$ cat src/rtl/sdo_prt_pkg.sv
package sdo_prt_pkg;

    // table geometry
    localparam int PENDING_DEPTH = 16;
    localparam int PTR_W         = $clog2(PENDING_DEPTH);
    localparam int CNT_W         = $clog2(PENDING_DEPTH + 1);

    // eviction report cap per tick
    localparam int MAX_RESULTS   = 16;
    localparam int RES_W         = $clog2(MAX_RESULTS + 1);

    // field widths
    localparam int ID_W          = 11;
    localparam int INDEX_W       = 16;
    localparam int SUB_W         = 8;
    localparam int CMD_W         = 8;
    localparam int DATA_W        = 32;
    localparam int AGE_W         = 5;
    localparam int LIMIT_W       = 4;

    localparam logic [AGE_W-1:0]   AGE_MAX       = 5'd31;
    localparam logic [LIMIT_W-1:0] TIMEOUT_RESET = 4'd3;

    // response identifier window and request/response offset
    localparam logic [ID_W-1:0]  RESP_ID_LO   = 11'h580;
    localparam logic [ID_W-1:0]  RESP_ID_HI   = 11'h600;
    localparam logic [ID_W-1:0]  ID_OFFSET    = 11'h080;

    // response command bytes
    localparam logic [CMD_W-1:0] CMD_WRITE_ACK = 8'h60;
    localparam logic [CMD_W-1:0] CMD_READ_LO   = 8'h40;

    typedef enum logic [1:0] {
        KIND_ISSUE    = 2'd0,
        KIND_RESPONSE = 2'd1,
        KIND_TICK     = 2'd2
    } kind_e;

    typedef enum logic [2:0] {
        ST_ISSUED    = 3'd0,
        ST_FULL      = 3'd1,
        ST_WR_ACK    = 3'd2,
        ST_READ      = 3'd3,
        ST_ABORT     = 3'd4,
        ST_UNMATCHED = 3'd5,
        ST_TIMEOUT   = 3'd6,
        ST_IGNORED   = 3'd7
    } status_e;

    typedef enum logic [2:0] {
        S_IDLE,
        S_RESP_SCAN,
        S_TICK_COUNT,
        S_TICK_SWEEP,
        S_EMIT
    } state_e;

    typedef struct packed {
        logic [ID_W-1:0]    id;
        logic [INDEX_W-1:0] index;
        logic [SUB_W-1:0]   subindex;
        logic [AGE_W-1:0]   age;
    } slot_t;

    typedef struct packed {
        logic [ID_W-1:0]    id;
        logic [INDEX_W-1:0] index;
        logic [SUB_W-1:0]   subindex;
    } key_t;

    typedef struct packed {
        logic             match;
        logic             expire;
        logic [AGE_W-1:0] aged;
    } eval_t;

endpackage

$ cat src/rtl/sdo_pending_request_tracker.sv
// SDO pending request tracker. Keeps up to PENDING_DEPTH outstanding expedited
// SDO requests in arrival order. tuser selects the beat kind: issue stores the
// request and returns one result with the packed 8-byte request payload (or a
// table-full flag); response, with a frame id strictly inside the response
// window (else ignored), matches the oldest entry whose id, less 0x80, equals
// the frame id, with equal index and subindex, reports write ack, read data or
// abort and drops that entry, or reports unmatched; tick ages all entries and
// reports every entry past timeout_limit as timed out, oldest first, at most 16
// per tick. Timing: one slot evaluator visits one table entry per clock, except
// while the compacting pass of a tick waits on m_tready to report an eviction.
// A tick beat makes a counting pass to find the last eviction, then a compacting
// pass. s_tready is low while a beat is being worked on. The output register
// lets the next beat be accepted while a result waits. No clearing pass after
// reset: slots above the fill count are never read.
module sdo_pending_request_tracker (
    input  logic         aclk,
    input  logic         aresetn,
    // timeout_limit register
    input  logic         cfg_we,
    input  logic [3:0]   cfg_wdata,     // timeout_limit
    // input beats
    input  logic         s_tvalid,
    output logic         s_tready,
    input  logic [79:0]  s_tdata,       // frame_id, command_byte, object_index,
                                        // subindex, data_word, zero pad
    input  logic [1:0]   s_tuser,       // kind
    // result beats
    output logic         m_tvalid,
    input  logic         m_tready,
    output logic [135:0] m_tdata,       // entry_id, entry_index, entry_subindex,
                                        // request_payload, read_value, zero pad
    output logic [2:0]   m_tuser,       // status
    output logic         m_tlast
);
    import sdo_prt_pkg::*;

    // input field unpacking
    logic [ID_W-1:0]    s_frame_id;
    logic [CMD_W-1:0]   s_cmd;
    logic [INDEX_W-1:0] s_index;
    logic [SUB_W-1:0]   s_sub;
    logic [DATA_W-1:0]  s_data;
    kind_e              s_kind;

    assign s_frame_id = s_tdata[10:0];
    assign s_cmd      = s_tdata[18:11];
    assign s_index    = s_tdata[34:19];
    assign s_sub      = s_tdata[42:35];
    assign s_data     = s_tdata[74:43];
    assign s_kind     = kind_e'(s_tuser);

    // control state
    state_e             state_reg, state_next;
    logic [CNT_W-1:0]   count_reg, count_next;
    logic [CNT_W-1:0]   rd_ptr_reg, rd_ptr_next;
    logic [CNT_W-1:0]   wr_ptr_reg, wr_ptr_next;
    logic [RES_W-1:0]   ev_total_reg, ev_total_next;
    logic [RES_W-1:0]   ev_done_reg, ev_done_next;
    logic               found_reg, found_next;
    status_e            status_reg, status_next;
    logic [LIMIT_W-1:0] limit_reg;

    // latched beat fields
    logic [ID_W-1:0]    fid_reg;
    logic [CMD_W-1:0]   cmd_reg;
    logic [INDEX_W-1:0] index_reg;
    logic [SUB_W-1:0]   sub_reg;
    logic [DATA_W-1:0]  data_reg;

    // pending table, one write port, one read port at the sweep pointer
    slot_t              table_reg [PENDING_DEPTH];
    logic               tbl_we;
    logic [PTR_W-1:0]   tbl_waddr;
    slot_t              tbl_wdata;
    slot_t              cur_slot;

    // output register
    logic               m_tvalid_reg;
    logic               out_load;
    status_e            out_status_next;
    logic [ID_W-1:0]    out_id_next,   out_id_reg;
    logic [INDEX_W-1:0] out_index_next, out_index_reg;
    logic [SUB_W-1:0]   out_sub_next,  out_sub_reg;
    logic [63:0]        out_payload_next, out_payload_reg;
    logic [DATA_W-1:0]  out_read_next, out_read_reg;
    logic               out_last_next, out_last_reg;
    status_e            out_status_reg;
    logic               out_free;

    key_t               resp_key;
    eval_t              ev;
    logic               in_accept;

    assign s_tready  = (state_reg == S_IDLE);
    assign in_accept = s_tvalid && s_tready;
    assign out_free  = !m_tvalid_reg || m_tready;

    assign cur_slot  = table_reg[rd_ptr_reg[PTR_W-1:0]];

    // a response frame with id n answers a request sent with id n + 0x80
    assign resp_key.id       = fid_reg + ID_OFFSET;
    assign resp_key.index    = index_reg;
    assign resp_key.subindex = sub_reg;

    sdo_prt_slot_eval u_eval (
        .slot   (cur_slot),
        .key    (resp_key),
        .limit  (limit_reg),
        .result (ev)
    );

    always_ff @(posedge aclk) begin
        if (!aresetn) begin
            state_reg    <= S_IDLE;
            count_reg    <= '0;
            rd_ptr_reg   <= '0;
            wr_ptr_reg   <= '0;
            ev_total_reg <= '0;
            ev_done_reg  <= '0;
            found_reg    <= 1'b0;
            status_reg   <= ST_ISSUED;
            limit_reg    <= TIMEOUT_RESET;
            m_tvalid_reg <= 1'b0;
        end else begin
            state_reg    <= state_next;
            count_reg    <= count_next;
            rd_ptr_reg   <= rd_ptr_next;
            wr_ptr_reg   <= wr_ptr_next;
            ev_total_reg <= ev_total_next;
            ev_done_reg  <= ev_done_next;
            found_reg    <= found_next;
            status_reg   <= status_next;
            if (cfg_we) begin
                limit_reg <= cfg_wdata;
            end
            if (out_load) begin
                m_tvalid_reg <= 1'b1;
            end else if (m_tready) begin
                m_tvalid_reg <= 1'b0;
            end
        end
    end

    // payload registers, no reset
    always_ff @(posedge aclk) begin
        if (in_accept) begin
            fid_reg   <= s_frame_id;
            cmd_reg   <= s_cmd;
            index_reg <= s_index;
            sub_reg   <= s_sub;
            data_reg  <= s_data;
        end
        if (tbl_we) begin
            table_reg[tbl_waddr] <= tbl_wdata;
        end
        if (out_load) begin
            out_status_reg  <= out_status_next;
            out_id_reg      <= out_id_next;
            out_index_reg   <= out_index_next;
            out_sub_reg     <= out_sub_next;
            out_payload_reg <= out_payload_next;
            out_read_reg    <= out_read_next;
            out_last_reg    <= out_last_next;
        end
    end

    always_comb begin
        state_next       = state_reg;
        count_next       = count_reg;
        rd_ptr_next      = rd_ptr_reg;
        wr_ptr_next      = wr_ptr_reg;
        ev_total_next    = ev_total_reg;
        ev_done_next     = ev_done_reg;
        found_next       = found_reg;
        status_next      = status_reg;
        tbl_we           = 1'b0;
        tbl_waddr        = wr_ptr_reg[PTR_W-1:0];
        tbl_wdata        = cur_slot;
        out_load         = 1'b0;
        out_status_next  = status_reg;
        out_id_next      = '0;
        out_index_next   = '0;
        out_sub_next     = '0;
        out_payload_next = '0;
        out_read_next    = '0;
        out_last_next    = 1'b1;

        unique case (state_reg)
            S_IDLE: begin
                if (in_accept) begin
                    unique case (s_kind)
                        KIND_ISSUE: begin
                            if (count_reg < CNT_W'(PENDING_DEPTH)) begin
                                // append at the tail
                                tbl_we             = 1'b1;
                                tbl_waddr          = count_reg[PTR_W-1:0];
                                tbl_wdata.id       = s_frame_id;
                                tbl_wdata.index    = s_index;
                                tbl_wdata.subindex = s_sub;
                                tbl_wdata.age      = '0;
                                count_next         = CNT_W'(count_reg + 1'b1);
                                status_next        = ST_ISSUED;
                            end else begin
                                status_next = ST_FULL;
                            end
                            state_next = S_EMIT;
                        end
                        KIND_RESPONSE: begin
                            if (s_frame_id > RESP_ID_LO && s_frame_id < RESP_ID_HI) begin
                                rd_ptr_next = '0;
                                wr_ptr_next = '0;
                                found_next  = 1'b0;
                                state_next  = S_RESP_SCAN;
                            end else begin
                                status_next = ST_IGNORED;
                                state_next  = S_EMIT;
                            end
                        end
                        KIND_TICK: begin
                            // empty table: nothing to age, no result
                            if (count_reg != '0) begin
                                rd_ptr_next   = '0;
                                ev_total_next = '0;
                                state_next    = S_TICK_COUNT;
                            end
                        end
                        default: begin
                        end
                    endcase
                end
            end

            S_RESP_SCAN: begin
                if (rd_ptr_reg < count_reg) begin
                    if (!found_reg && ev.match) begin
                        // first match is dropped from the table
                        found_next = 1'b1;
                    end else begin
                        tbl_we      = 1'b1;
                        wr_ptr_next = CNT_W'(wr_ptr_reg + 1'b1);
                    end
                    rd_ptr_next = CNT_W'(rd_ptr_reg + 1'b1);
                end else begin
                    count_next = wr_ptr_reg;
                    if (!found_reg) begin
                        status_next = ST_UNMATCHED;
                    end else if (cmd_reg == CMD_WRITE_ACK) begin
                        status_next = ST_WR_ACK;
                    end else if (cmd_reg >= CMD_READ_LO && cmd_reg < CMD_WRITE_ACK) begin
                        status_next = ST_READ;
                    end else begin
                        status_next = ST_ABORT;
                    end
                    state_next = S_EMIT;
                end
            end

            S_TICK_COUNT: begin
                // first pass: count evictions so the last one can be flagged
                if (rd_ptr_reg < count_reg) begin
                    if (ev.expire && ev_total_reg < RES_W'(MAX_RESULTS)) begin
                        ev_total_next = RES_W'(ev_total_reg + 1'b1);
                    end
                    rd_ptr_next = CNT_W'(rd_ptr_reg + 1'b1);
                end else begin
                    rd_ptr_next  = '0;
                    wr_ptr_next  = '0;
                    ev_done_next = '0;
                    state_next   = S_TICK_SWEEP;
                end
            end

            S_TICK_SWEEP: begin
                // second pass: report evictions, write back aged survivors
                if (rd_ptr_reg < count_reg) begin
                    if (ev.expire && ev_done_reg < RES_W'(MAX_RESULTS)) begin
                        if (out_free) begin
                            out_load        = 1'b1;
                            out_status_next = ST_TIMEOUT;
                            out_id_next     = cur_slot.id;
                            out_index_next  = cur_slot.index;
                            out_sub_next    = cur_slot.subindex;
                            out_last_next   = (RES_W'(ev_done_reg + 1'b1) == ev_total_reg);
                            ev_done_next    = RES_W'(ev_done_reg + 1'b1);
                            rd_ptr_next     = CNT_W'(rd_ptr_reg + 1'b1);
                        end
                    end else begin
                        tbl_we        = 1'b1;
                        tbl_wdata.age = ev.aged;
                        wr_ptr_next   = CNT_W'(wr_ptr_reg + 1'b1);
                        rd_ptr_next   = CNT_W'(rd_ptr_reg + 1'b1);
                    end
                end else begin
                    count_next = wr_ptr_reg;
                    state_next = S_IDLE;
                end
            end

            S_EMIT: begin
                if (out_free) begin
                    out_load = 1'b1;
                    case (status_reg) inside
                        ST_ISSUED, ST_FULL: begin
                            out_id_next    = fid_reg;
                            out_index_next = index_reg;
                            out_sub_next   = sub_reg;
                        end
                        ST_WR_ACK, ST_READ, ST_ABORT: begin
                            out_id_next    = resp_key.id;
                            out_index_next = index_reg;
                            out_sub_next   = sub_reg;
                        end
                        default: begin
                        end
                    endcase
                    if (status_reg == ST_ISSUED) begin
                        out_payload_next = {data_reg, sub_reg, index_reg, cmd_reg};
                    end
                    if (status_reg == ST_READ) begin
                        out_read_next = data_reg;
                    end
                    state_next = S_IDLE;
                end
            end

            default: begin
                state_next = S_IDLE;
            end
        endcase
    end

    assign m_tvalid = m_tvalid_reg;
    assign m_tuser  = out_status_reg;
    assign m_tlast  = out_last_reg;
    assign m_tdata  = {5'b0, out_read_reg, out_payload_reg, out_sub_reg,
                       out_index_reg, out_id_reg};

endmodule

$ cat src/rtl/sdo_prt_slot_eval.sv
// evaluates one table slot per cycle: response match, aging and expiry
module sdo_prt_slot_eval (
    input  sdo_prt_pkg::slot_t                      slot,
    input  sdo_prt_pkg::key_t                       key,
    input  logic [sdo_prt_pkg::LIMIT_W-1:0]         limit,
    output sdo_prt_pkg::eval_t                      result
);
    import sdo_prt_pkg::*;

    logic [AGE_W-1:0] aged;

    // saturating age increment
    assign aged = (slot.age == AGE_MAX) ? slot.age : AGE_W'(slot.age + 1'b1);

    assign result.aged   = aged;
    assign result.expire = aged > {{(AGE_W - LIMIT_W){1'b0}}, limit};
    assign result.match  = (slot.id == key.id) && (slot.index == key.index)
                           && (slot.subindex == key.subindex);

endmodule
$ cat config.mk
export PLATFORM = sky130hd
export DESIGN_NAME = sdo_pending_request_tracker
export DESIGN_NICKNAME = d
export VERILOG_FILES = /design/src/rtl/sdo_prt_pkg.sv /design/src/rtl/sdo_pending_request_tracker.sv /design/src/rtl/sdo_prt_slot_eval.sv
export SDC_FILE = /design/constraint.sdc
export NUM_CORES = 1
export LEC_CHECK = 0
export BUFFER_PORTS_ARGS = -buffer_cell sky130_fd_sc_hd__buf_4
export CAP_MARGIN = 30
export CORE_ASPECT_RATIO = 1.25
export CORE_MARGIN = 8
export CORE_UTILIZATION = 60
export CTS_CLUSTER_DIAMETER = 150
export CTS_CLUSTER_SIZE = 25
export DETAILED_ROUTE_END_ITERATION = 12
export PLACE_DENSITY_LB_ADDON = 0.15
export SYNTH_ARGS = -nofsm -noshare
export SYNTH_HDL_FRONTEND = slang
export SYNTH_HIERARCHICAL = 1
export SYNTH_SLANG_ARGS = --single-unit
$ cat constraint.sdc
create_clock -name aclk -period 32.2 [get_ports aclk]
set_input_delay 3.22 -clock aclk [delete_from_list [all_inputs] [get_ports aclk]]
set_output_delay 3.22 -clock aclk [all_outputs]
set_load 0.02 [all_outputs]
* Word-level counts from Yosys, hierarchy flattened
Memory sizes are Yosys's and may differ from the RTL's. A register that Yosys moved wholly into a read port is not among the register bits. Cells that the tools add are included.
Storage, ports and cells: register bits after elaboration 247, bits of input ports 91, memories 1, output and inout port bits 142, logic and storage cells 229, RAM bits 640
Operators by class: reductions and logical operators 35, muxes and demuxes 111, add/subtract/negate cells 7, order comparisons 9, equal/unequal tests 44
Memories:
- table_reg | depth 16, bits a word 40, rd ports 1, clocked after Yosys merged registers in 1, wr ports 1, RTL line sdo_pending_request_tracker.sv:71 | slot_t table_reg [PENDING_DEPTH];
Operator list (number):
- 5-bit two-way mux | 29
- 40-bit two-way mux | 3
- 16-bit two-way mux | 6
- 11-bit two-way mux | 6
- 3-bit two-way mux | 17
- 5-bit case mux with 2 select lines | 5
- 8-bit two-way mux | 6
- 5-bit case mux with 4 select lines | 2
- 35-bit two-way mux | 1
- 16-bit case mux with 2 select lines | 1
- 5-bit by 1-bit adder with 5-bit output (second input constant) | 6
- 2-bit != test (second input constant) | 14
- 4-bit two-way mux | 6
- 11-bit case mux with 2 select lines | 1
- 1-bit two-way mux | 20
- 16-bit equality test | 1
- 8-bit case mux with 2 select lines | 1
- 5-bit < comparator (second input constant) | 3
- 3-bit case mux with 5 select lines | 1
- 5-bit AND reduction | 3
- 2-bit by 1-bit != test with 1-bit output (second input constant) | 7
- 3-bit by 2-bit equality test with 1-bit output (second input constant) | 4
- 3-bit != test (second input constant) | 4
- 3-bit case mux with 2 select lines | 2
- 37 further kinds | 57

* Logic depth before layout (Yosys ltp)
Gate-level depths: netlist of the first run.
depth after elaboration 10, mapped depth 19

* Cells and area by module
The synthesis of the first run kept the hierarchy.
By module, submodules not included:
- sdo_pending_request_tracker | times used 1, area an instance 34478.1 sq um, seq. area each 26345.3 sq um, cells an instance 1653
- sdo_prt_slot_eval | times used 1, area an instance 573.0 sq um, seq. area each 0.0 sq um, cells an instance 73

* Worst setup path before layout of the first run
OpenSTA, ideal clock, no wires.
path kind register -> register, start reg with a tool-made name, end reg out_last_reg, in the netlist m_tlast (enable), period minus slack after synthesis 14.108 ns, required time 31.382 ns, buffers on the path 3, path slack 18.092 ns, data arrival time 13.289 ns, cell stages (with the launch flop) 17, cells stage by stage dfxtp_1 clkbuf_1 clkbuf_1 clkbuf_1 mux4_2 mux4_2 ha_1 nand4_1 mux2_2 ha_1 nor2b_1 o21a_1 nor3_1 o21bai_1 nor2b_1 nand4_1 o21ai_0
RTL lines:
- to (signal assigned) | RTL line sdo_pending_request_tracker.sv:163 | out_last_reg <= out_last_next;
- to (decl) | RTL line sdo_pending_request_tracker.sv:86 | logic out_last_next, out_last_reg;

==> reports/metrics.csv, run 1 <==
stage,metric,value,unit
logic_synthesis,synth_largest_area_cell,sky130_fd_sc_hd__edfxtp_1,
grt,grt_pass1_wl,117000,um
logic_synthesis,synth.cells.most_frequent,"sky130_fd_sc_hd__edfxtp_1, sky130_fd_sc_hd__mux4_2, sky130_fd_sc_hd__and2_1, sky130_fd_sc_hd__clkbuf_1, sky130_fd_sc_hd__nor2_1",
logic_synthesis,yosys_warnings,6,
placement,placement.setup.worst_slack,25.09,ns
clock_network,clock_network_latency_to_the_later_pin_of_the_worst_skew_pair,0.60,ns
final_layout,ratio_of_cells_with_drive_above_1_in_the_final_layout,29.1,%
timing,worst_clock_skew,0.0143,ns
grt,gr-total-overflow,0,
logic_synthesis,seq_cells_post_synth,891,
final_layout,synthToLayoutAreaGrowth,11.0,%
die,chipHeight,286,um
worst_setup_path,critical_path.slowest_cell,sky130_fd_sc_hd__dfxtp_4,
route,detail_route.first_pass.iterations,8,
clock_network,cts-root-to-sink-buffers,3,
clock_network,cts-hold-fix-buffers,0,
route,drt_first_iter_violations,1956,
grt,vias_in_the_first_global_route,17900,
worst_setup_path,critPathLaunchType,flip-flop,
timing,period_utilisation_layout,21.8,%
clock_network,cts.sink_count,891,
power,share_seq_of_total_power,57.3,%
min_path,hold_class,reg2reg,
timing,final-hold-violation-count,0,
worst_setup_path,regToRegSetupSlack,25.17,ns
run,cap_violations,0,
worst_setup_path,cp_class,reg2reg,
clock_network,cts-buffers-inserted,41,
worst_setup_path,cp_cell_sequence,mux4_2 > mux4_2 > ha_1 > nand4_1 > mux2_2 > ha_1 > nor2b_1 > o21a_1 > nor3_1 > o21bai_1 > nor2b_1 > nand4_1 > o21ai_4 > buf_16 > buf_4 > buf_4,
clock_network,worst_setup_hold_path_clk_slew,0.10,ns
logic_synthesis,syn_area_cell,20.3,sq um
power,intPower,1.86,mW
logic_synthesis,async_sr_flop_fraction,0,%
logic_synthesis,most_repeated_cell_in_the_gate_level_netlist_after_synthesis,sky130_fd_sc_hd__edfxtp_1,
grt,grt_antenna_before_repair,0,
timing,layout_setup_ws,25.17,ns
power,power_density,66.4,nW/um^2
die,core.rowCount,99,
power,power.combinational.fraction,19.9,%
worst_setup_path,worst_ep_required_time,32.43,ns
logic_synthesis,post-synth-top-area-fraction,72.8,%
grt,grt_util_all_layers,23.9,%
route,vias,17600,
worst_setup_path,setup.worst_path.end_class,flip-flop,
placement,port-buffer-count,222,
clock_network,tritoncts,yes,
clock_network,cts_htree_levels,2,
logic_synthesis,ys_dominant_reg_cell,sky130_fd_sc_hd__edfxtp_1,
route,drc,0,
final_layout,nNetsFinal,2054,
worst_setup_path,timing.critical_path.fanout_max,69,
die,die_ar,66500,sq um
final_layout,largest_register_ff_count,640,
power,p_leak,12.4,nW
final_layout,utilization,67.0,%
clock_network,post_cts_resize_count,0,
clock_network,cts_setup_buffers,0,
power,p_clk_share,22.8,%
logic_synthesis,post_synth_main_area_contributors,"sky130_fd_sc_hd__edfxtp_1, sky130_fd_sc_hd__mux4_2, sky130_fd_sc_hd__dfxtp_1",
final_layout,diodes,0,
power,switching_share,27.9,%
logic_synthesis,number_of_enable_type_register_cells_in_the_synthesized_netlist,850,
logic_synthesis,netlist_instances,1726,
logic_synthesis,number_of_distinct_library_cells_after_synthesis,63,
worst_setup_path,cpLargestDelayFamily,buffers and inverters,
worst_setup_path,crit_arrival,7.25,ns
timing,finalSetupTns,0,ns
timing,timing.final.max_slew_violations,0,
worst_setup_path,worst-path-buf-inv,3,
die,initial_core_util,60.3,%
clock_network,cts_root_buffer,sky130_fd_sc_hd__clkbuf_16,
route,antenna_violating_nets_post_route,0,
logic_synthesis,post_synth_instance_area,35100,sq um
placement,post-dp-hpwl,46000,um
worst_setup_path,crit_path_max_incr_delay,0.92,ns
placement,place_congestion,0.919,
timing,timing_worst_slew_pin_value,1.03,ns
timing,finalWorstPathRequiredPeriod,7.03,ns
timing,slew_headroom,31.1,%
route,detail_route.wl_per_cell,29.3,um
die,ioPinCount,233,
outcome,run_status,completed,
timing,rsz_0062_raised_after_global_routing,no,
route,route.detailed.vias_per_inst,6.45,
power,switchingPower,720,uW
route,postRouteWirelength,79900,um
die,floorplan.die.width,232,um
timing,setup_viol,0,
logic_synthesis,synth_sequential_area_ratio,75.2,%
die,core_area,58100,sq um
timing,fmax,0.142,GHz
grt,maximum_number_of_pins_on_one_net_before_global_route_repair,108,
power,max-vdd-ir-drop,0.0645,mV
## cell type report
class                      count  area, sq um
clock inverter                 2         20.0
tap                          757          947
timing repair buffer         255         1940
multi-input combinational    730         8380
inverter                      25         96.3
sequential                   891        26400
fill                        3710        19200
clock buffer                  66         1160
## tightest hold or removal path: stages (launching register included)
cell and delay [ns]:
sky130_fd_sc_hd__dfxtp_1 0.34, sky130_fd_sc_hd__nand2_1 0.06, sky130_fd_sc_hd__a21boi_1 0.05
## stage by stage
step                      hold WS (ns)  instance area (sq um)  std cells  total power [mW]
after detailed placement         0.470                  37700       2657              2.02
after global routing             0.508                  38900       2726              2.67
after CTS                        0.484                  38900       2725              2.60
after floorplan                  0.440                  35100       1730              1.83
after global placement           0.463                  37700       2655              2.00
final                            0.485                  38900       2726              2.58
## cell usage in the layout, fill, tap and decap left out, types with 14 or more instances in the layout
master,count
sky130_fd_sc_hd__nor2_4,16
sky130_fd_sc_hd__nor2_1,31
sky130_fd_sc_hd__edfxtp_1,850
sky130_fd_sc_hd__inv_1,23
sky130_fd_sc_hd__nand2_1,33
sky130_fd_sc_hd__dfxtp_1,37
sky130_fd_sc_hd__clkbuf_1,23
sky130_fd_sc_hd__xor2_1,40
sky130_fd_sc_hd__a21oi_1,23
sky130_fd_sc_hd__mux4_2,200
sky130_fd_sc_hd__mux2_2,37
sky130_fd_sc_hd__ha_1,19
sky130_fd_sc_hd__o21ai_0,14
sky130_fd_sc_hd__clkbuf_16,43
sky130_fd_sc_hd__a22o_1,40
sky130_fd_sc_hd__buf_4,251
sky130_fd_sc_hd__and2_1,96
## logic make-up after synthesis
kind of cell | count (synthesis) | share of synthesized area, %
other cells | 1 | 0.0107
fa+ha+maj | 19 | 0.678
xor+xnor | 53 | 1.32
buf+inv | 109 | 1.45
mux | 246 | 14.3
simple gates | 271 | 4.27
compound gates | 136 | 2.81
flops | 891 | 75.2
## power groups by stage
stage	sequential (mW)	clock (mW)	combinational, mW
after global placement	1.50	0	0.496
after detailed placement	1.51	0	0.514
after global routing	1.49	0.636	0.547
after floorplan	1.58	0	0.251
final	1.48	0.589	0.514
after CTS	1.48	0.602	0.516
## final timing paths
check,start,end,depth (start not counted)
hold reg to reg,ev_done_reg[1]$_SDFFE_PN0P_,ev_done_reg[1]$_SDFFE_PN0P_,2
setup reg to reg,flip-flop,out_payload_reg[28]$_SDFFCE_PN0P_,16
hold / removal,ev_done_reg[1]$_SDFFE_PN0P_,ev_done_reg[1]$_SDFFE_PN0P_,2
setup / recovery,flip-flop,out_payload_reg[28]$_SDFFCE_PN0P_,16
## routing by layer
layer	wire [um]	part of all wire, %	vias up	GRT usage, %
met2	40300	50	826	40.2
met4	2210	2.8	0	6.89
met3	6610	8.3	142	3.88
met5	0	0	-	0
met1	30800	39	9188	32.3
li1	-	-	7427	-
Note: power is estimated with default switching activity, not from simulation.
==> run 2, diff against run 1 <==
Settings changed: CORE_UTILIZATION 60 to 54.
Clock period 32.2 ns to 5.8 ns, I/O delays scaled along.
==> run 2 against run 1 <==
Compared with the run above:
- combinational power rose to 5.8 times the previous value
- cell area up 2.6%
- global-route usage down 2.0 points
- non-clock buffer count up 50
- hold slack worse by 0.34 ns
- die area up 10%
- count of clock-buffer cells in the layout down 10
- critical path type unchanged
- via count down 0.42%
==> reports/metrics.csv, run 2 (synthesized netlist as in run 1, its figures left out) <==
stage,metric,value,unit,change
final_layout,nNetsFinal,2104,,+2.4%
final_layout,multi_input_comb_area,8420,sq um,+0.45%
route,vias,17500,,-0.42%
power,power_density,361,nW/um^2,+440%
timing,fmax,0.183,GHz,+28%
die,floorplan.die.width,244,um,+5.0%
clock_network,cts-buffers-inserted,41,,unchanged
die,die_ar,73400,sq um,+10%
grt,grt_pass1_wl,120000,um,+2.6%
clock_network,cts_htree_levels,2,,unchanged
die,core.rowCount,104,,+5.1%
worst_setup_path,reg2regPathDepth,16,,unchanged
timing,finalSetupTns,0,ns,unchanged
timing,setup_viol,0,,unchanged
worst_setup_path,critical_path.slowest_cell,sky130_fd_sc_hd__mux4_2,,
worst_setup_path,timing.critical_path.fanout_max,83,,+20%
power,report.power.total,14.4,mW,+460%
placement,post-dp-hpwl,51300,um,+11%
timing,timing.final.max_slew_violations,0,,unchanged
timing,finalWorstPathRequiredPeriod,5.48,ns,-1.55 ns
timing,period_utilisation_layout,94.4,%,+73 points
route,route.detailed.vias_per_inst,6.13,,-5.0%
route,drc,0,,unchanged
worst_setup_path,setup.worst_path.end_class,flip-flop,,
grt,maximum_number_of_pins_on_one_net_before_global_route_repair,124,,+15%
timing,slew_headroom,37.4,%,+6.2 points
final_layout,seqCellArea,26400,sq um,unchanged
clock_network,clock_network_latency_to_the_later_pin_of_the_worst_skew_pair,0.61,ns,about the same
timing,rsz_0062_raised_after_global_routing,no,,
clock_network,cts_setup_buffers,0,,unchanged
grt,vias_in_the_first_global_route,18000,,+0.44%
worst_setup_path,cp_common_cell,sky130_fd_sc_hd__buf_4,,
placement,port-buffer-count,222,,unchanged
worst_setup_path,crit_arrival,5.82,ns,-1.43 ns
worst_setup_path,critical_path_cell_count,16,,unchanged
die,initial_core_util,54.5,%,-5.8 points
timing,final-hold-violation-count,0,,unchanged
worst_setup_path,critPathLaunchType,flip-flop,,
final_layout,ratio_of_cells_with_drive_above_1_in_the_final_layout,31.2,%,+2.1 points
worst_setup_path,cpLargestDelayFamily,buffers and inverters,,
grt,gr-total-overflow,0,,unchanged
die,core_area,64300,sq um,+11%
die,ioPinCount,233,,unchanged
final_layout,diodes,0,,unchanged
route,detail_route.wl_per_cell,28.3,um,-3.6%
route,detail_route.first_pass.iterations,5,,-3
final_layout,post_layout_instance_area,39900,sq um,+2.6%
final_layout,most-common-layout-cells,"sky130_fd_sc_hd__edfxtp_1, sky130_fd_sc_hd__buf_4, sky130_fd_sc_hd__mux4_2",,
worst_setup_path,worst_ep_required_time,6.15,ns,-26.28 ns
worst_setup_path,cp_cell_sequence,buf_12 > buf_4 > mux4_2 > mux4_2 > xor2_1 > nor4_2 > nand4_1 > nor3_2 > buf_4 > inv_1 > o21ai_0 > a21oi_1 > a31oi_1 > buf_4 > nor2_4 > buf_12,,
final_layout,mostFrequentLayoutCell,sky130_fd_sc_hd__edfxtp_1,,
final_layout,largest_register_ff_count,640,,unchanged
grt,grt_util_all_layers,21.9,%,-2.0 points
timing,timing_worst_slew_pin_value,0.940,ns,-0.0888 ns
clock_network,tritoncts,yes,,
grt,grt_antenna_before_repair,1,,+1
route,antenna_violating_nets_post_route,0,,unchanged
power,p_leak,12.8,nW,+2.9%
worst_setup_path,worst-path-buf-inv,6,,+3
min_path,hold_class,in2reg,,
worst_setup_path,crit_path_max_incr_delay,0.57,ns,-0.35 ns
power,max-vdd-ir-drop,0.258,mV,+300%
final_layout,synthToLayoutAreaGrowth,13.9,%,
worst_setup_path,regToRegSetupSlack,0.32,ns,-24.85 ns
timing,worst_clock_skew,0.0198,ns,+0.00543 ns
route,postRouteWirelength,80700,um,+1.0%
clock_network,worst_setup_hold_path_clk_slew,0.10,ns,about the same
run,cap_violations,0,,unchanged
route,drt_first_iter_violations,1737,,-11%
clock_network,cts.sink_count,891,,unchanged
placement,place_congestion,0.836,,-9.0%
clock_network,cts-root-to-sink-buffers,3,,unchanged
clock_network,cts_root_buffer,sky130_fd_sc_hd__clkbuf_16,,
worst_setup_path,worstSetupEndpoint,table_reg[9][32]$_DFFE_PP_,,
die,chipHeight,301,um,+5.1%
outcome,run_status,completed,,
placement,placement.cell_area,38800,sq um,+2.8%
final_layout,layout.filler_cells,4463,,+20%
worst_setup_path,regToRegEndpoint,table_reg[9][32]$_DFFE_PP_,,
worst_setup_path,cp_class,reg2reg,,
[run 2: changes by cell type in the layout (fill, tap and decap cells not counted), moves of 2 or more]
cell and delta:
sky130_fd_sc_hd__buf_4 +8, sky130_fd_sc_hd__buf_12 +45, sky130_fd_sc_hd__ha_4 +2, sky130_fd_sc_hd__ha_1 -2, sky130_fd_sc_hd__clkbuf_1 -9
[run 2: worst min-delay path by stage]
stage / cells past startpoint / slack, ns / start / to
after floorplan: 2 / 0.44 / rd_ptr_reg[4]$_SDFFE_PN0P_ / rd_ptr_reg[4]$_SDFFE_PN0P_
after global placement: 2 / 0.46 / ev_done_reg[1]$_SDFFE_PN0P_ / ev_done_reg[1]$_SDFFE_PN0P_
after detailed placement: 2 / 0.47 / rd_ptr_reg[4]$_SDFFE_PN0P_ / rd_ptr_reg[4]$_SDFFE_PN0P_
after CTS: 1 / 0.09 / s_tdata[70] / data_reg[27]$_DFFE_PN_
after global routing: 1 / 0.11 / s_tdata[71] / data_reg[28]$_DFFE_PN_
final: 1 / 0.14 / s_tdata[70] / data_reg[27]$_DFFE_PN_
[run 2: per-layer routing]
layer	part of all wire (%)	track usage (%)	up-vias	wire [um]
met5	0	0	-	0
met4	2.3	5.33	0	1820
met1	40	29.8	9219	32500
met3	6.8	3.27	88	5460
li1	-	-	7520	-
met2	51	37.2	682	40900
[run 2: what timing repair did]
action | 4_1_cts | 5_1_grt
endpoints found under the hold margin | 0 | 0
setup endpoints to repair | 0 | 637
hold buffers | 0 | 0
resized for setup | 0 | 1
[run 2: power breakdown]
group / leakage (nW) / internal [mW] / total [mW] / switching [mW]
clock network: 0.547 / 1.35 / 3.23 / 1.88
logic: 4.17 / 1.03 / 2.98 / 1.95
registers: 8.09 / 7.99 / 8.20 / 0.218
[run 2: stage by stage]
step                      instances  hold slack (ns)  utilization, %  setup slack [ns]
after global routing           2857            0.110            62.1            0.0151
after CTS                      2857           0.0948            62.1           0.00965
after floorplan                1730            0.440               -            -0.316
after global placement         2795            0.456            60.3          0.000247
after detailed placement       2799            0.468            60.3            0.0287
final                          2857            0.144            62.1             0.324
[run 2: final cells by class]
| class | count | area share [%] |
|---|---|---|
| repair buffers | 305 | 7.18 |
| flip-flops and latches | 891 | 66.0 |
| clock inverters | 2 | 0.0689 |
| well taps | 848 | 2.66 |
| inverters | 25 | 0.241 |
| clock buffers | 56 | 2.76 |
| multi-input cells | 730 | 21.1 |
==> run 3, diff against run 2 <==
Settings changed: CORE_UTILIZATION 54 to 60.
Clock period 5.8 ns to 6.6 ns, I/O delays scaled along.
==> run 3 against run 2 <==
Compared with the run above:
- critical path depth decreased by 1
- sequential share of layout area increased by 1.2 points
- cell count decreased by 4.3%
- clock power decreased by 12%
- cell area decreased by 1.8%
- die area decreased by 9.4%
- combinational power decreased by 15%
- sequential power decreased by 12%
- non-clock buffer count decreased by 35
- clock skew increased by 0.0013 ns
- core utilization increased by 5.4 points
- via count decreased by 0.40%
==> reports/metrics.csv, run 3 (synthesized netlist as in run 1, its figures left out) <==
stage,metric,value,unit,change
route,postRouteWirelength,78700,um,-2.5%
worst_setup_path,worst_ep_required_time,6.87,ns,+0.72 ns
min_path,hold_class,in2reg,,
grt,gr-total-overflow,0,,unchanged
final_layout,ratio_of_cells_with_drive_above_1_in_the_final_layout,29.8,%,-1.4 points
route,vias,17400,,-0.40%
die,ioPinCount,233,,unchanged
clock_network,post_cts_resize_count,0,,unchanged
timing,worst_clock_skew,0.0210,ns,+0.00127 ns
clock_network,cts-hold-fix-buffers,0,,unchanged
route,detail_route.first_pass.iterations,5,,unchanged
clock_network,tritoncts,yes,,
route,drc,0,,unchanged
route,detail_route.wl_per_cell,28.8,um,+1.9%
timing,setup_viol,0,,unchanged
final_layout,mostFrequentLayoutCell,sky130_fd_sc_hd__edfxtp_1,,
clock_network,cts_root_buffer,sky130_fd_sc_hd__clkbuf_16,,
power,p_clk_share,22.6,%,+0.2 points
min_path,min_from,s_tdata[45],,
power,max-vdd-ir-drop,0.304,mV,+18%
die,initial_core_util,60.3,%,+5.8 points
timing,finalWorstPathRequiredPeriod,5.82,ns,+0.346 ns
run,cap_violations,0,,unchanged
final_layout,synthToLayoutAreaGrowth,11.9,%,
placement,post-dp-hpwl,45700,um,-11%
route,drt_first_iter_violations,1990,,+15%
power,switching_share,27.8,%,-0.20 points
timing,timing_worst_slew_pin_value,0.858,ns,-0.0819 ns
worst_setup_path,regToRegEndpoint,table_reg[15][2]$_DFFE_PP_,,
die,die_ar,66500,sq um,-9.4%
worst_setup_path,crit_arrival,6.10,ns,+0.28 ns
clock_network,cts.sink_count,891,,unchanged
clock_network,cts_htree_levels,2,,unchanged
final_layout,stdcell_count,2734,,-4.3%
timing,timing.final.max_slew_violations,0,,unchanged
final_layout,largest_register_ff_count,640,,unchanged
die,core.rowCount,99,,-4.8%
power,power.combinational.fraction,20.2,%,-0.5 points
clock_network,clock_network_latency_to_the_later_pin_of_the_worst_skew_pair,0.61,ns,about the same
power,share_seq_of_total_power,57.2,%,+0.3 points
grt,maximum_number_of_pins_on_one_net_before_global_route_repair,89,,-28%
placement,placedCellCount,2671,,-4.6%
power,power_density,322,nW/um^2,-11%
worst_setup_path,critPathLaunchType,flip-flop,,
timing,rsz_0062_raised_after_global_routing,no,,
placement,place_congestion,0.828,,-1.0%
die,core_area,58100,sq um,-9.6%
clock_network,cts-buffers-inserted,41,,unchanged
outcome,run_status,completed,,
power,switchingPower,3.51,mW,-13%
power,intPower,9.10,mW,-12%
grt,grt_pass1_wl,115000,um,-4.3%
timing,final-hold-violation-count,0,,unchanged
die,chipHeight,286,um,-4.9%
timing,fmax,0.172,GHz,-5.9%
final_layout,utilization,67.5,%,+5.4 points
worst_setup_path,cp_class,reg2reg,,
clock_network,cts-root-to-sink-buffers,3,,unchanged
min_path,worst_hold_path_stage_count,1,,unchanged
route,route.detailed.vias_per_inst,6.38,,+4.1%
placement,port-buffer-count,222,,unchanged
final_layout,most-common-layout-cells,"sky130_fd_sc_hd__edfxtp_1, sky130_fd_sc_hd__buf_4, sky130_fd_sc_hd__mux4_2",,
clock_network,worst_setup_hold_path_clk_slew,0.10,ns,about the same
timing,finalSetupTns,0,ns,unchanged
final_layout,nNetsFinal,2069,,-1.7%
worst_setup_path,regToRegSetupSlack,0.78,ns,+0.45 ns
clock_network,cts_setup_buffers,0,,unchanged
power,p_leak,12.5,nW,-2.0%
route,antenna_violating_nets_post_route,0,,unchanged
die,floorplan.die.width,232,um,-4.8%
worst_setup_path,timing.critical_path.fanout_max,25,,-70%
grt,grt_util_all_layers,23.4,%,+1.5 points
worst_setup_path,reg2regPathDepth,15,,-1
grt,vias_in_the_first_global_route,17400,,-3.0%
min_path,worst_hold_path.endpoint,data_reg[2]$_DFFE_PN_,,
grt,grt_antenna_before_repair,1,,unchanged
timing,period_utilisation_layout,88.2,%,-6.2 points
timing,slew_headroom,42.4,%,+5.0 points
worst_setup_path,setup.worst_path.end_class,flip-flop,,
==> run 3: layer usage <==
metal / routed length [um] / track usage, %
met3: 5730 / 3.14
met5: 0 / 0
met1: 31500 / 32.5
met2: 39900 / 39.6
met4: 1550 / 5.28
==> run 3: critical path: stages (launching register included) <==
cell and delay [ns]:
sky130_fd_sc_hd__dfxtp_4 0.71, sky130_fd_sc_hd__mux4_2 0.60, sky130_fd_sc_hd__mux4_2 0.56, sky130_fd_sc_hd__ha_1 0.29, sky130_fd_sc_hd__nand4_1 0.18, sky130_fd_sc_hd__mux2_2 0.37, sky130_fd_sc_hd__ha_1 0.29, sky130_fd_sc_hd__nor2b_1 0.13
sky130_fd_sc_hd__o21a_1 0.17, sky130_fd_sc_hd__nor3_1 0.14, sky130_fd_sc_hd__o21bai_1 0.25, sky130_fd_sc_hd__nor2b_1 0.24, sky130_fd_sc_hd__or2_2 0.31, sky130_fd_sc_hd__nor2_1 0.55, sky130_fd_sc_hd__nor2b_1 0.25, sky130_fd_sc_hd__a22o_1 0.43
==> run 3: how the worst max path moves through the flow <==
stage / end / cells past startpoint
detailed placement: table_reg[15][0]$_DFFE_PP_ / 15
CTS: table_reg[9][3]$_DFFE_PP_ / 15
global placement: table_reg[11][25]$_DFFE_PP_ / 17
finish: table_reg[15][2]$_DFFE_PP_ / 15
floorplan: table_reg[5][0]$_DFFE_PP_ / 18
global route: table_reg[3][0]$_DFFE_PP_ / 15
==> run 3: power groups by stage <==
| stage | sequential (mW) | combinational, mW | clock, mW |
|---|---|---|---|
| floorplan | 7.59 | 1.23 | 0 |
| global placement | 7.33 | 2.47 | 0 |
| detailed placement | 7.35 | 2.54 | 0 |
| CTS | 7.22 | 2.55 | 2.90 |
| global route | 7.27 | 2.71 | 3.07 |
| finish | 7.22 | 2.54 | 2.85 |
==> run 3: per-stage QoR <==
step / cell area [sq um] / setup WS, ns / hold WS, ns / total power, mW
final: 39200 / 0.778 / 0.224 / 12.6
after detailed placement: 38100 / 0.841 / 0.471 / 9.90
after floorplan: 35100 / 0.0613 / 0.440 / 8.82
after global placement: 38000 / 0.909 / 0.459 / 9.80
after global routing: 39200 / 0.472 / 0.199 / 13.0
after CTS: 39200 / 0.822 / 0.195 / 12.7
==> run 3: layout make-up <==
cell class                      instances  area [sq um]
Inverter                               25          96.3
Antenna cell                            1          2.50
Timing Repair Buffer                  270          2290
Sequential cell                       891         26400
Multi-Input combinational cell        730          8380
Fill cell                            3668         18900
Tap cell                              757           947
Clock inverter                          2          20.0
Clock buffer                           58          1130
